**src/design/gdsc_pkg.sv**
```systemverilog
// ----------------------------------------------------------------------------
// gdsc_pkg
// Types and constants of the Gregorian date shift and compare block.
// ----------------------------------------------------------------------------
package gdsc_pkg;

    localparam int YEAR_W  = 14;
    localparam int MONTH_W = 4;
    localparam int DOM_W   = 5;

    localparam logic [YEAR_W-1:0]  YEAR_MIN  = 14'd1;
    localparam logic [YEAR_W-1:0]  YEAR_MAX  = 14'd9999;
    localparam logic [MONTH_W-1:0] MONTH_JAN = 4'd1;
    localparam logic [MONTH_W-1:0] MONTH_FEB = 4'd2;
    localparam logic [MONTH_W-1:0] MONTH_DEC = 4'd12;
    localparam logic [DOM_W-1:0]   DAY_FIRST = 5'd1;
    localparam logic [DOM_W-1:0]   DAY_LAST  = 5'd31;
    localparam logic [DOM_W-1:0]   DAY_LEAP_FEB = 5'd29;

    // floor(y / 100) = (y * DIV100_MUL) >> DIV100_SHIFT, exact for 14-bit y
    localparam int                 DIV100_MUL_W = 13;
    localparam logic [12:0]        DIV100_MUL   = 13'd5243;
    localparam int                 DIV100_SHIFT = 19;

    typedef enum logic [2:0] {
        ST_IDLE,
        ST_CHECK,
        ST_FWD,
        ST_BWD,
        ST_DONE
    } t_state;

    function automatic logic [DOM_W-1:0] month_base(input logic [MONTH_W-1:0] m);
        logic [DOM_W-1:0] len;
        case (m)
            4'd1, 4'd3, 4'd5, 4'd7, 4'd8, 4'd10, 4'd12: len = 5'd31;
            4'd4, 4'd6, 4'd9, 4'd11:                    len = 5'd30;
            4'd2:                                       len = 5'd28;
            default:                                    len = 5'd0;
        endcase
        return len;
    endfunction

endpackage

```
**src/design/gdsc_month_len.sv**
```systemverilog
// ----------------------------------------------------------------------------
// gdsc_month_len
// Shared month length unit: days in a month with the 4/100/400 leap rule.
// Returns zero for a month code outside 1 to 12.
// ----------------------------------------------------------------------------
module gdsc_month_len import gdsc_pkg::*; (
    input  logic [YEAR_W-1:0]  i_year,
    input  logic [MONTH_W-1:0] i_month,
    output logic [DOM_W-1:0]   o_length
);

    localparam int PROD_W = YEAR_W + DIV100_MUL_W;
    localparam int QUO_W  = PROD_W - DIV100_SHIFT;

    logic [PROD_W-1:0] prod;
    logic [QUO_W-1:0]  quo;
    logic [YEAR_W-1:0] hundreds;
    logic              century;
    logic              leap;

    assign prod     = PROD_W'(i_year) * PROD_W'(DIV100_MUL);
    assign quo      = prod[PROD_W-1:DIV100_SHIFT];
    assign hundreds = YEAR_W'({quo, 6'b0}) + YEAR_W'({quo, 5'b0}) + YEAR_W'({quo, 2'b0});
    assign century  = (hundreds == i_year);
    assign leap     = (i_year[1:0] == 2'b00) && (!century || (quo[1:0] == 2'b00));
    assign o_length = ((i_month == MONTH_FEB) && leap) ? DAY_LEAP_FEB : month_base(i_month);

endmodule

```
**src/design/gregorian_date_shift_compare.sv**
```systemverilog
// ----------------------------------------------------------------------------
// gregorian_date_shift_compare
// Adds a signed day offset to a Gregorian date one month per cycle and
// compares the date against a second date.
// ----------------------------------------------------------------------------
// Input channel i_valid/o_stall carries a date, a day offset and a second
// date; a transfer happens at an edge with i_valid high and o_stall low.
// Output channel o_valid/i_stall carries the shifted date, the less and
// equal flags, and the invalid-date and saturation flags.
// One item is worked at a time: o_stall is high from the transfer until the
// result is loaded into the output register. After the transfer the item
// passes the check state, then forward or backward month steps, one per
// month boundary crossed (about 2200 for an offset of 65535 days), then
// the done state. An invalid date goes from the check state straight to
// the done state.
// Each month step is one pass through the month length unit.
// The output register holds a result while i_stall is high and the next
// item is taken meanwhile; its result waits in the done state until the
// output register is free.
// A synchronous low i_rst_n returns to idle with no result pending.
// An invalid date passes through with o_date_invalid set; a shift past
// 9999-12-31 or before 0001-01-01 saturates with o_out_of_range set.
// ----------------------------------------------------------------------------
module gregorian_date_shift_compare import gdsc_pkg::*; #(
    parameter int OFFSET_WIDTH = 17
) (
    input  logic                           i_clk,
    input  logic                           i_rst_n,
    input  logic                           i_valid,
    output logic                           o_stall,
    input  logic [YEAR_W-1:0]              i_year,
    input  logic [MONTH_W-1:0]             i_month,
    input  logic [DOM_W-1:0]               i_day_of_month,
    input  logic signed [OFFSET_WIDTH-1:0] i_offset_days,
    input  logic [YEAR_W-1:0]              i_other_year,
    input  logic [MONTH_W-1:0]             i_other_month,
    input  logic [DOM_W-1:0]               i_other_day,
    output logic                           o_valid,
    input  logic                           i_stall,
    output logic [YEAR_W-1:0]              o_result_year,
    output logic [MONTH_W-1:0]             o_result_month,
    output logic [DOM_W-1:0]               o_result_day,
    output logic                           o_is_less,
    output logic                           o_is_equal,
    output logic                           o_date_invalid,
    output logic                           o_out_of_range
);

    localparam int DW = OFFSET_WIDTH + 1;

    t_state                r_state, n_state;
    logic [YEAR_W-1:0]     r_year, n_year;
    logic [MONTH_W-1:0]    r_month, n_month;
    logic [DOM_W-1:0]      r_dom, n_dom;
    logic signed [DW-1:0]  r_day, n_day;
    logic                  r_less, n_less;
    logic                  r_equal, n_equal;
    logic                  r_invalid, n_invalid;
    logic                  r_oor, n_oor;
    logic                  r_out_valid, n_out_valid;
    logic [YEAR_W-1:0]     r_out_year, n_out_year;
    logic [MONTH_W-1:0]    r_out_month, n_out_month;
    logic [DOM_W-1:0]      r_out_day, n_out_day;
    logic                  r_out_less, n_out_less;
    logic                  r_out_equal, n_out_equal;
    logic                  r_out_invalid, n_out_invalid;
    logic                  r_out_oor, n_out_oor;

    logic                  in_xfer;
    logic                  out_free;
    logic [MONTH_W-1:0]    prev_month;
    logic [YEAR_W-1:0]     prev_year;
    logic [YEAR_W-1:0]     unit_year;
    logic [MONTH_W-1:0]    unit_month;
    logic [DOM_W-1:0]      mlen;
    logic signed [DW-1:0]  mlen_s;
    logic                  date_ok;
    logic                  fwd_step;
    logic                  fwd_sat;
    logic                  bwd_step;
    logic                  bwd_sat;
    logic                  eq_year;
    logic                  eq_month;

    assign in_xfer  = i_valid && !o_stall;
    assign out_free = !r_out_valid || !i_stall;

    assign prev_month = (r_month == MONTH_JAN) ? MONTH_DEC : r_month - MONTH_JAN;
    assign prev_year  = (r_month == MONTH_JAN) ? r_year - YEAR_MIN : r_year;
    assign unit_year  = (r_state == ST_BWD) ? prev_year : r_year;
    assign unit_month = (r_state == ST_BWD) ? prev_month : r_month;

    gdsc_month_len u_month_len (
        .i_year   (unit_year),
        .i_month  (unit_month),
        .o_length (mlen)
    );

    assign mlen_s   = $signed({{(DW-DOM_W){1'b0}}, mlen});
    assign date_ok  = (r_year >= YEAR_MIN) && (r_year <= YEAR_MAX) && (mlen != '0)
                      && (r_dom != '0) && (r_dom <= mlen);
    assign fwd_step = (r_day > mlen_s);
    assign fwd_sat  = fwd_step && (r_month == MONTH_DEC) && (r_year == YEAR_MAX);
    assign bwd_step = (r_day <= 0);
    assign bwd_sat  = bwd_step && (r_month == MONTH_JAN) && (r_year == YEAR_MIN);

    assign eq_year  = (i_year == i_other_year);
    assign eq_month = (i_month == i_other_month);

    always_comb begin
        n_state = r_state;
        unique case (r_state)
            ST_IDLE: begin
                if (i_valid) begin
                    n_state = ST_CHECK;
                end
            end
            ST_CHECK: begin
                if (!date_ok) begin
                    n_state = ST_DONE;
                end else if (r_day > 0) begin
                    n_state = ST_FWD;
                end else begin
                    n_state = ST_BWD;
                end
            end
            ST_FWD: begin
                if (!fwd_step || fwd_sat) begin
                    n_state = ST_DONE;
                end
            end
            ST_BWD: begin
                if (!bwd_step || bwd_sat) begin
                    n_state = ST_DONE;
                end
            end
            ST_DONE: begin
                if (out_free) begin
                    n_state = ST_IDLE;
                end
            end
            default: n_state = ST_IDLE;
        endcase
    end

    always_comb begin
        n_year        = r_year;
        n_month       = r_month;
        n_dom         = r_dom;
        n_day         = r_day;
        n_less        = r_less;
        n_equal       = r_equal;
        n_invalid     = r_invalid;
        n_oor         = r_oor;
        n_out_valid   = r_out_valid && i_stall;
        n_out_year    = r_out_year;
        n_out_month   = r_out_month;
        n_out_day     = r_out_day;
        n_out_less    = r_out_less;
        n_out_equal   = r_out_equal;
        n_out_invalid = r_out_invalid;
        n_out_oor     = r_out_oor;
        case (r_state)
            ST_IDLE: begin
                if (in_xfer) begin
                    n_year    = i_year;
                    n_month   = i_month;
                    n_dom     = i_day_of_month;
                    n_day     = $signed({{(DW-DOM_W){1'b0}}, i_day_of_month})
                                + $signed({i_offset_days[OFFSET_WIDTH-1], i_offset_days});
                    n_less    = (i_year < i_other_year)
                                || (eq_year && (i_month < i_other_month))
                                || (eq_year && eq_month && (i_day_of_month < i_other_day));
                    n_equal   = eq_year && eq_month && (i_day_of_month == i_other_day);
                    n_invalid = 1'b0;
                    n_oor     = 1'b0;
                end
            end
            ST_CHECK: begin
                n_invalid = !date_ok;
            end
            ST_FWD: begin
                if (fwd_sat) begin
                    n_year  = YEAR_MAX;
                    n_month = MONTH_DEC;
                    n_day   = $signed({{(DW-DOM_W){1'b0}}, DAY_LAST});
                    n_oor   = 1'b1;
                end else if (fwd_step) begin
                    n_day = r_day - mlen_s;
                    if (r_month == MONTH_DEC) begin
                        n_month = MONTH_JAN;
                        n_year  = r_year + YEAR_MIN;
                    end else begin
                        n_month = r_month + MONTH_JAN;
                    end
                end
            end
            ST_BWD: begin
                if (bwd_sat) begin
                    n_year  = YEAR_MIN;
                    n_month = MONTH_JAN;
                    n_day   = $signed({{(DW-DOM_W){1'b0}}, DAY_FIRST});
                    n_oor   = 1'b1;
                end else if (bwd_step) begin
                    n_year  = prev_year;
                    n_month = prev_month;
                    n_day   = r_day + mlen_s;
                end
            end
            ST_DONE: begin
                if (out_free) begin
                    n_out_valid   = 1'b1;
                    n_out_year    = r_year;
                    n_out_month   = r_month;
                    n_out_day     = r_invalid ? r_dom : r_day[DOM_W-1:0];
                    n_out_less    = r_less;
                    n_out_equal   = r_equal;
                    n_out_invalid = r_invalid;
                    n_out_oor     = r_oor;
                end
            end
            default: begin
            end
        endcase
    end

    always_ff @(posedge i_clk) begin
        if (!i_rst_n) begin
            r_state     <= ST_IDLE;
            r_out_valid <= 1'b0;
        end else begin
            r_state     <= n_state;
            r_out_valid <= n_out_valid;
        end
        r_year        <= n_year;
        r_month       <= n_month;
        r_dom         <= n_dom;
        r_day         <= n_day;
        r_less        <= n_less;
        r_equal       <= n_equal;
        r_invalid     <= n_invalid;
        r_oor         <= n_oor;
        r_out_year    <= n_out_year;
        r_out_month   <= n_out_month;
        r_out_day     <= n_out_day;
        r_out_less    <= n_out_less;
        r_out_equal   <= n_out_equal;
        r_out_invalid <= n_out_invalid;
        r_out_oor     <= n_out_oor;
    end

    assign o_stall        = (r_state != ST_IDLE);
    assign o_valid        = r_out_valid;
    assign o_result_year  = r_out_year;
    assign o_result_month = r_out_month;
    assign o_result_day   = r_out_day;
    assign o_is_less      = r_out_less;
    assign o_is_equal     = r_out_equal;
    assign o_date_invalid = r_out_invalid;
    assign o_out_of_range = r_out_oor;

endmodule

```
**config.mk**
```make
export PLATFORM = sky130hd
export DESIGN_NAME = gregorian_date_shift_compare
export DESIGN_NICKNAME = d
export VERILOG_FILES = /design/src/design/gdsc_pkg.sv /design/src/design/gdsc_month_len.sv /design/src/design/gregorian_date_shift_compare.sv
export SDC_FILE = /design/constraint.sdc
export NUM_CORES = 1
export LEC_CHECK = 0
export BUFFER_PORTS_ARGS = -buffer_cell sky130_fd_sc_hd__buf_2
export CAP_MARGIN = 25
export CORE_AREA = 2 2 126 177
export CTS_CLUSTER_SIZE = 28
export DETAILED_ROUTE_END_ITERATION = 16
export DIE_AREA = 0 0 128 179
export GPL_ROUTABILITY_DRIVEN = 0
export PLACE_DENSITY = 0.76
export SYNTH_ARGS = -nofsm -noshare
export SYNTH_HDL_FRONTEND = slang
export SYNTH_SLANG_ARGS = --single-unit
```
**constraint.sdc**
```tcl
create_clock -name i_clk -period 14.6 [get_ports i_clk]
set_clock_uncertainty 0.1 [all_clocks]
set_input_delay 3.65 -clock i_clk [delete_from_list [all_inputs] [get_ports i_clk]]
set_output_delay 3.65 -clock i_clk [all_outputs]
set_load 0.02 [all_outputs]
```
==> results.toml, run 1 <==
[run_status]
outcome = "finished clean"

[floorplanning]
core_um2 = 21500
ios = 96
fp.dieArea_um2 = 22900
fp.dieW_um = 128
num_rows = 64
start_util_pct = 49.1
dieHeight_um = 179

[placement]
pre_cts_slack_ns = 1.27
dp_hpwl_um = 21800
placedInstanceArea_um2 = 11200
port_buffers = 95

[synth]
yosys_warnings = 0
ys_ff_latch = 76
postSynthAreaPerCell_um2 = 9.16
synth_ff_type = "edfxtp_1"
synthCells = 1151
synth_area_um2 = 10500
syn_nets = 1445
seq_area_frac_synth_pct = 21.3
yosysUniqueCellTypes = 81
synth_edf_count = 72
async_flop_share_pct = 0

[final_layout]
most-common-layout-cells = "inv_1 (182), ha_1 (159), buf_2 (95), edfxtp_1 (72), fa_1 (68)"
layout-drive-gt1-share_pct = 12.6
final_common_cell = "inv_1"
area_growth_pct = 8.77
stdcell_area_um2 = 11500
seqCellArea_um2 = 2240
multi_input_area_um2 = 7380
fill_cells = 2003
diodes = 0
nets = 1518

[drt]
wl_per_cell_um = 17.7
dr.first_iter.drc_count = 565
totalWireLength_um = 26400
vias = 8699
first_pass_iters = 5
drc = 0
antenna_left = 0
vias_per_cell = 5.83

[worst_setup_path]
crit_type = "reg2reg"
max_stage_delay_ns = 0.69
end_kind = "flip-flop"
cp_common_cell = "fa_1"
timing.rr.end = "r_year[12]$_DFFE_PP_"
crit_arrival_ns = 13.47
reg2reg_slack_ns = 1.19
rr_worst_depth = 44
critPathSlowestCell = "nor3b_4"
cp.required_ns = 14.66
worst_r2r_startpoint = "r_month[0]$_DFFE_PP_"
cp_max_fo = 22
start_kind = "flip-flop"

[sta]
setup_viol = 0
finalSetupTns_ns = 0
max_freq_ghz = 0.0746
tightest_slew_ns = 0.993
relSlewSlack_pct = 33.7
rsz0062_at_grt = "false"
finalHoldViolCount = 0
worst_slack_ns = 1.19
period_minus_slack_ns = 13.41
finalHoldWorstSlack_ns = 0.323
drv_slew = 0
period_share_pct = 91.8

[clock_network]
cts_hold_buf = 0
numClockSinks = 76
htree_num_levels = 3
cts_tree = "done"
post-cts-setup-buffers = 0
worstSkewPairLatency_ns = 0.34
clk_pin_slew_worst_paths_ns = 0.06
clock_path_buffers = 2
cts_buffers = 9
cts_resized = 0
cts-root-buf = "clkbuf_16"

[global_route]
grt_antenna_before_repair = 0
grt_pass1_wl_um = 43000
grt_usage_pct = 23.9
grt_pass1_vias = 9012
grt_max_degree = 35
gr-total-overflow = 0

[hold_path]
min_path_cells = 0
hold_path_class = "reg2reg"
hold_start = "r_equal$_DFFE_PP_"
min_to = "o_is_equal$_DFFE_PP_"

[run]
cap_violations = 0
==> worst max path at each step <==
stage	from	to	slack, ns	depth (start not counted)
after global placement	r_month[0]$_DFFE_PP_	r_year[12]$_DFFE_PP_	1.54	43
after floorplan	r_year[0]$_DFFE_PP_	r_day[0]$_DFFE_PP_	2.99	44
after CTS	r_month[1]$_DFFE_PP_	r_year[12]$_DFFE_PP_	1.23	45
after detailed placement	r_month[1]$_DFFE_PP_	r_year[12]$_DFFE_PP_	1.27	45
after global routing	r_month[0]$_DFFE_PP_	r_year[12]$_DFFE_PP_	0.24	44
final	r_month[0]$_DFFE_PP_	r_year[12]$_DFFE_PP_	1.19	44
==> sequential cells by signal, summed over array words and instances, names as in the netlist, 3 cells and up <==
name            flops
r_year             14
r_dom               5
o_result_day        5
r_month             4
r_day              18
o_result_year      14
r_state             3
o_result_month      4
==> cells by family (layout without fill, tap and decap cells) <==
family | after synthesis | in the layout | share of synthesized area [%]
AO/OA/AOI/OAI | 241 | 241 | 15.5
buffers and inverters | 225 | 303 | 8.79
XOR/XNOR | 85 | 85 | 7.28
multiplexers | 5 | 5 | 0.522
AND/OR/NAND/NOR | 292 | 292 | 14.8
adder cells (fa/ha/maj) | 227 | 227 | 31.8
flip-flops | 76 | 76 | 21.3
==> metrics by stage <==
stage          util, %  instances
4_1_cts           53.4       1492
3_5_place_dp      52.1       1476
6_report          53.4       1493
5_1_grt           53.4       1493
2_1_floorplan        -       1151
3_3_place_gp      52.1       1476
==> synthesized netlist by cell type (all sizes together) (10+ instances only) <==
master,n,area (um2)
fa,68,1360
xnor2,45,409
o21ai,49,245
nor2b,12,82.6
nand4,17,113
nand2b,11,76.3
and3,16,100
nor3,25,130
clkbuf,16,60.1
o21a,18,135
a21oi,57,297
a21o,14,105
buf,25,175
nand2,67,264
nor2,58,220
a31oi,10,62.6
inv,184,691
edfxtp,72,2160
nor4,19,153
ha,159,1990
nand3,34,170
xor2,40,358
==> cell type report <==
class | instances | share of cell area, %
Multi-Input combinational cell | 850 | 64.4
Sequential cell | 76 | 19.6
Inverter | 184 | 6.02
Timing Repair Buffer | 103 | 4.67
Tap cell | 264 | 2.88
Clock buffer | 9 | 1.96
Clock inverter | 7 | 0.502
==> per-layer routing <==
| layer | track usage [%] | wire (um) |
|---|---|---|
| met3 | 2.15 | 846 |
| met5 | 0 | 0 |
| met2 | 46.3 | 14500 |
| met1 | 25.2 | 9800 |
| met4 | 12.8 | 1260 |
==> critical path: cells and delay by family, from the launching register on <==
kind / cells / cell delay, ns
AOI/OAI and AO/OA: 17 / 4.43
buffers and inverters: 5 / 0.53
and+or+nand+nor: 8 / 2.46
adders and majority gates: 11 / 4.38
xor gates and xnor gates: 3 / 0.74
DFF: 1 / 0.55
Power of run 1 is not shown: default switching activity piles up to over one toggle a cycle in this logic, so the estimate is an artifact.
==> run 2, diff against run 1 <==
--- a/config.mk
+++ b/config.mk
@@ -13,6 +13,7 @@
 export DIE_AREA = 0 0 128 179
 export GPL_ROUTABILITY_DRIVEN = 0
 export PLACE_DENSITY = 0.76
+export SLEW_MARGIN = 0
 export SYNTH_ARGS = -nofsm -noshare
 export SYNTH_HDL_FRONTEND = slang
 export SYNTH_SLANG_ARGS = --single-unit
==> constraint.sdc (replaced) <==
create_clock -name i_clk -period 15.4 [get_ports i_clk]
set_clock_uncertainty 0.1 [all_clocks]
set_input_delay 1.54 -clock i_clk [delete_from_list [all_inputs] [get_ports i_clk]]
set_output_delay 1.54 -clock i_clk [all_outputs]
set_load 0.02 [all_outputs]
==> run 2 against run 1 <==
Cell count fell by 0.13%. Setup slack improved by 0.70 ns. Final area rose by 0.51%. Critical endpoint unchanged. Largest cell class unchanged.
==> results.toml, run 2 (synthesis gave the netlist of run 1 again) <==
[run]
cap_violations = 0

[final_layout]
area_growth_pct = 9.33
largest-register = "r_day"
nets = 1516
fill_cells = 1939
most-common-layout-cells = "inv_1 (182), ha_1 (159), buf_2 (95), edfxtp_1 (72), fa_1 (68)"
largest_reg_flops = 18
diodes = 0
layout-drive-gt1-share_pct = 12.6
final_common_cell = "inv_1"

[sta]
setup_viol = 0
period_share_pct = 87.7
max_freq_ghz = 0.0741
finalHoldViolCount = 0
rsz0062_at_grt = "false"
tightest_slew_ns = 0.983
drv_slew = 0
finalSetupTns_ns = 0
period_minus_slack_ns = 13.50
relSlewSlack_pct = 34.0

[clock_network]
cts_resized = 0
clock_path_buffers = 2
htree_num_levels = 3
worstSkewPairLatency_ns = 0.35
cts_tree = "done"
cts_buffers = 9
numClockSinks = 76
post-cts-setup-buffers = 0
cts_hold_buf = 0
cts-root-buf = "clkbuf_16"
clk_pin_slew_worst_paths_ns = 0.06

[worst_setup_path]
critical_path.top_delay_family = "adder cells"
crit_arrival_ns = 13.58
critPathSlowestCell = "nor3b_4"
cp.required_ns = 15.48
cp_common_cell = "fa_1"
end_kind = "flip-flop"
crit_buf_inv = 6
max_stage_delay_ns = 0.71
cp_max_fo = 22
crit_type = "reg2reg"
start_kind = "flip-flop"

[global_route]
grt_usage_pct = 23.9
gr-total-overflow = 0
grt_antenna_before_repair = 0
grt_pass1_wl_um = 43200
grt_max_degree = 35
grt_pass1_vias = 8963

[drt]
totalWireLength_um = 26500
wl_per_cell_um = 17.8
vias_per_cell = 5.85
vias = 8721
antenna_left = 0
first_pass_iters = 7
dr.first_iter.drc_count = 556
drc = 0

[floorplanning]
ios = 96
start_util_pct = 49.1
fp.dieW_um = 128
num_rows = 64
dieHeight_um = 179
core_um2 = 21500
fp.dieArea_um2 = 22900

[placement]
port_buffers = 95
dp_hpwl_um = 21800

[run_status]
outcome = "finished clean"

[hold_path]
hold_path_class = "reg2reg"
==> run 2: path summary, 6_finish.rpt <==
path / from / to / slack [ns] / cells past startpoint
max: r_month[1]$_DFFE_PP_ / r_year[12]$_DFFE_PP_ / 1.90 / 46
min: r_oor$_DFFE_PP_ / o_out_of_range$_DFFE_PP_ / 0.34 / 0
max reg2reg: r_month[1]$_DFFE_PP_ / r_year[12]$_DFFE_PP_ / 1.90 / 46
min reg2reg: r_oor$_DFFE_PP_ / o_out_of_range$_DFFE_PP_ / 0.34 / 0
==> run 2: routing by layer <==
| layer | share of wire (%) | GRT usage [%] | vias to the layer above |
|---|---|---|---|
| met1 | 37 | 25.1 | 4174 |
| met3 | 3.8 | 1.94 | 79 |
| met2 | 54 | 47.2 | 286 |
| met5 | 0 | 0 | - |
| li1 | - | - | 4182 |
| met4 | 4.7 | 11.6 | 0 |
==> run 2: per-stage QoR <==
stage          worst slack, ns  util (%)  instance area (um2)  instances  hold slack, ns
6_report                  1.90      53.7                11500       1491           0.342
3_5_place_dp              2.05      52.0                11200       1475           0.328
5_1_grt                   1.10      53.7                11500       1491           0.342
3_3_place_gp              2.36      52.0                11200       1475           0.305
4_1_cts                   2.02      53.7                11500       1491           0.340
2_1_floorplan             3.79         -                10500       1151           0.300
==> run 2: final cells by class <==
cell class | instances | area (um2) | area share, %
Multi-Input combinational cell | 850 | 7380 | 64.1
Sequential cell | 76 | 2240 | 19.5
Inverter | 184 | 691 | 5.99
Timing Repair Buffer | 101 | 520 | 4.52
Tap cell | 264 | 330 | 2.87
Clock buffer | 11 | 233 | 2.02
Clock inverter | 5 | 124 | 1.08
Power of run 2 is left out for the same reason.
==> run 3, diff against run 2 <==
--- a/config.mk
+++ b/config.mk
@@ -16,4 +16,5 @@
 export SLEW_MARGIN = 0
 export SYNTH_ARGS = -nofsm -noshare
 export SYNTH_HDL_FRONTEND = slang
+export SYNTH_HIERARCHICAL = 1
 export SYNTH_SLANG_ARGS = --single-unit
==> run 3 against run 2 <==
Area after synthesis decreased by 0.36%. Fmax increased by 8.3%. Synthesized cell count decreased by 0.78%. Critical path depth decreased by 7. Sequential share of layout area about the same. Final area about the same. Non-clock buffer count increased by 6. Highest routed layer unchanged.
==> results.toml, run 3 <==
[run]
cap_violations = 0

[floorplanning]
fp.dieW_um = 128
dieHeight_um = 179
start_util_pct = 48.9
core_um2 = 21500
num_rows = 64
fp.dieArea_um2 = 22900
ios = 96

[placement]
dp_hpwl_um = 23100
port_buffers = 95
pre_cts_slack_ns = 2.97

[worst_setup_path]
worst_r2r_startpoint = "r_month[1]$_DFFE_PP_"
rr_worst_depth = 39
timing.rr.end = "r_year[4]$_DFFE_PP_"
crit_type = "reg2reg"
end_kind = "flip-flop"
critPathSlowestCell = "xnor2_1"
start_kind = "flip-flop"
cp_max_fo = 11
max_stage_delay_ns = 0.74
reg2reg_slack_ns = 2.93
cp.required_ns = 15.39
crit_arrival_ns = 12.46
cp_common_cell = "fa_1"

[synth]
synth_top_area_cell = "edfxtp_1"
synthCells = 1142
synth_area_um2 = 10500
ys_ff_latch = 76
syn_nets = 1438
ys_top_cells_by_count = "inv_1 (177), ha_1 (158), edfxtp_1 (72)"
yosys_warnings = 6
synthMostInstantiatedCell = "inv_1"
postSynthAreaPerCell_um2 = 9.20
yosysUniqueCellTypes = 79
synth_ff_type = "edfxtp_1"
seq_area_frac_synth_pct = 21.4
async_flop_share_pct = 0
synthTopCellsByArea = "edfxtp_1 (21%), ha_1 (19%), fa_1 (14%)"
synth_edf_count = 72
synth.top_cell.area_share_pct = 20.6

[drt]
antenna_left = 0
vias = 8736
wl_per_cell_um = 18.8
totalWireLength_um = 28000
vias_per_cell = 5.88
drc = 0
first_pass_iters = 6
dr.first_iter.drc_count = 694

[sta]
drv_slew = 0
setup_viol = 0
period_minus_slack_ns = 12.47
max_freq_ghz = 0.0802
relSlewSlack_pct = 31.3
period_share_pct = 81.0
worst_slack_ns = 2.93
tightest_slew_ns = 1.02
finalSetupTns_ns = 0
finalHoldViolCount = 0
rsz0062_at_grt = "false"

[clock_network]
worstSkewPairLatency_ns = 0.35
clk_pin_slew_worst_paths_ns = 0.06
cts_tree = "done"
cts-root-buf = "clkbuf_16"
clock_path_buffers = 2
cts_resized = 0
post-cts-setup-buffers = 0
htree_num_levels = 3
cts_buffers = 9
cts_hold_buf = 0
numClockSinks = 76

[global_route]
grt_pass1_vias = 9161
grt_usage_pct = 25.2
gr-total-overflow = 0
grt_pass1_wl_um = 45000
grt_antenna_before_repair = 0
grt_max_degree = 30

[final_layout]
seqCellArea_um2 = 2240
fill_cells = 1984
largest_reg_flops = 18
diodes = 0
most-common-layout-cells = "inv_1 (177), ha_1 (158), buf_2 (95), edfxtp_1 (72), fa_1 (71)"
area_growth_pct = 9.79
multi_input_area_um2 = 7400
layout-drive-gt1-share_pct = 12.8
final_common_cell = "inv_1"
nets = 1512
largest-register = "r_day"

[hold_path]
hold_path_class = "reg2reg"
min_path_cells = 0
min_to = "o_is_equal$_DFFE_PP_"
hold_start = "r_equal$_DFFE_PP_"

[run_status]
outcome = "finished clean"
-- run 3: cell types whose count changed in the layout (fill, tap and decap cells not counted), moves of 5 or more --
cell,previous run,this run
and4_1,1,7
xor2_1,39,34
xnor2_1,43,48
buf_4,6,12
inv_1,182,177
a21oi_1,55,47
a21o_1,14,6
o2111ai_1,1,6
-- run 3: per-stage QoR --
| stage | hold slack (ns) | std cells | instance area [um2] | utilization (%) |
|---|---|---|---|---|
| 6_report | 0.328 | 1485 | 11500 | 53.7 |
| 5_1_grt | 0.338 | 1485 | 11500 | 53.7 |
| 4_1_cts | 0.332 | 1485 | 11500 | 53.7 |
| 3_5_place_dp | 0.313 | 1469 | 11200 | 52.2 |
| 3_3_place_gp | 0.305 | 1469 | 11200 | 52.2 |
| 2_1_floorplan | 0.300 | 1142 | 10500 | - |
-- run 3: worst max path at each step --
stage | start | endpoint | slack [ns] | cells past startpoint
after detailed placement | r_month[1]$_DFFE_PP_ | r_day[7]$_DFFE_PP_ | 2.97 | 39
after global placement | r_month[1]$_DFFE_PP_ | r_day[7]$_DFFE_PP_ | 3.32 | 39
after floorplan | r_year[0]$_DFFE_PP_ | r_year[0]$_DFFE_PP_ | 3.85 | 40
after CTS | r_month[1]$_DFFE_PP_ | r_oor$_DFFE_PP_ | 2.94 | 39
after global routing | r_month[1]$_DFFE_PP_ | r_oor$_DFFE_PP_ | 2.10 | 39
final | r_month[1]$_DFFE_PP_ | r_year[4]$_DFFE_PP_ | 2.93 | 39
-- run 3: layer usage --
metal | GRT usage [%] | share of wire, %
met1 | 26.0 | 36
met2 | 49.2 | 54
met4 | 14.1 | 5.5
met3 | 2.54 | 4.2
met5 | 0 | 0
-- run 3: area by class of cell --
| cell class | count | share of cell area, % |
|---|---|---|
| Multi-Input combinational cell | 845 | 64.2 |
| Tap cell | 264 | 2.86 |
| Sequential cell | 76 | 19.4 |
| Timing Repair Buffer | 107 | 4.91 |
| Clock buffer | 10 | 2.07 |
| Inverter | 177 | 5.76 |
| Clock inverter | 6 | 0.749 |
-- run 3: cell families after synthesis --
group           share of synthesized area, %
simple gates                            14.6
compound gates                          16.0
buf+inv                                 8.29
mux                                    0.417
flops                                   21.4
xor+xnor                                7.05
fa+ha+maj                               32.4
-- run 3: critical path: cells and delay by family, from the launching register on --
family,cells,cell delay [ns]
compound gates,8,2.47
xor+xnor,3,1.08
fa+ha+maj,12,4.80
buf+inv,4,0.32
flops,1,0.47
simple gates,12,2.97
Power of run 3 is left out for the same reason.
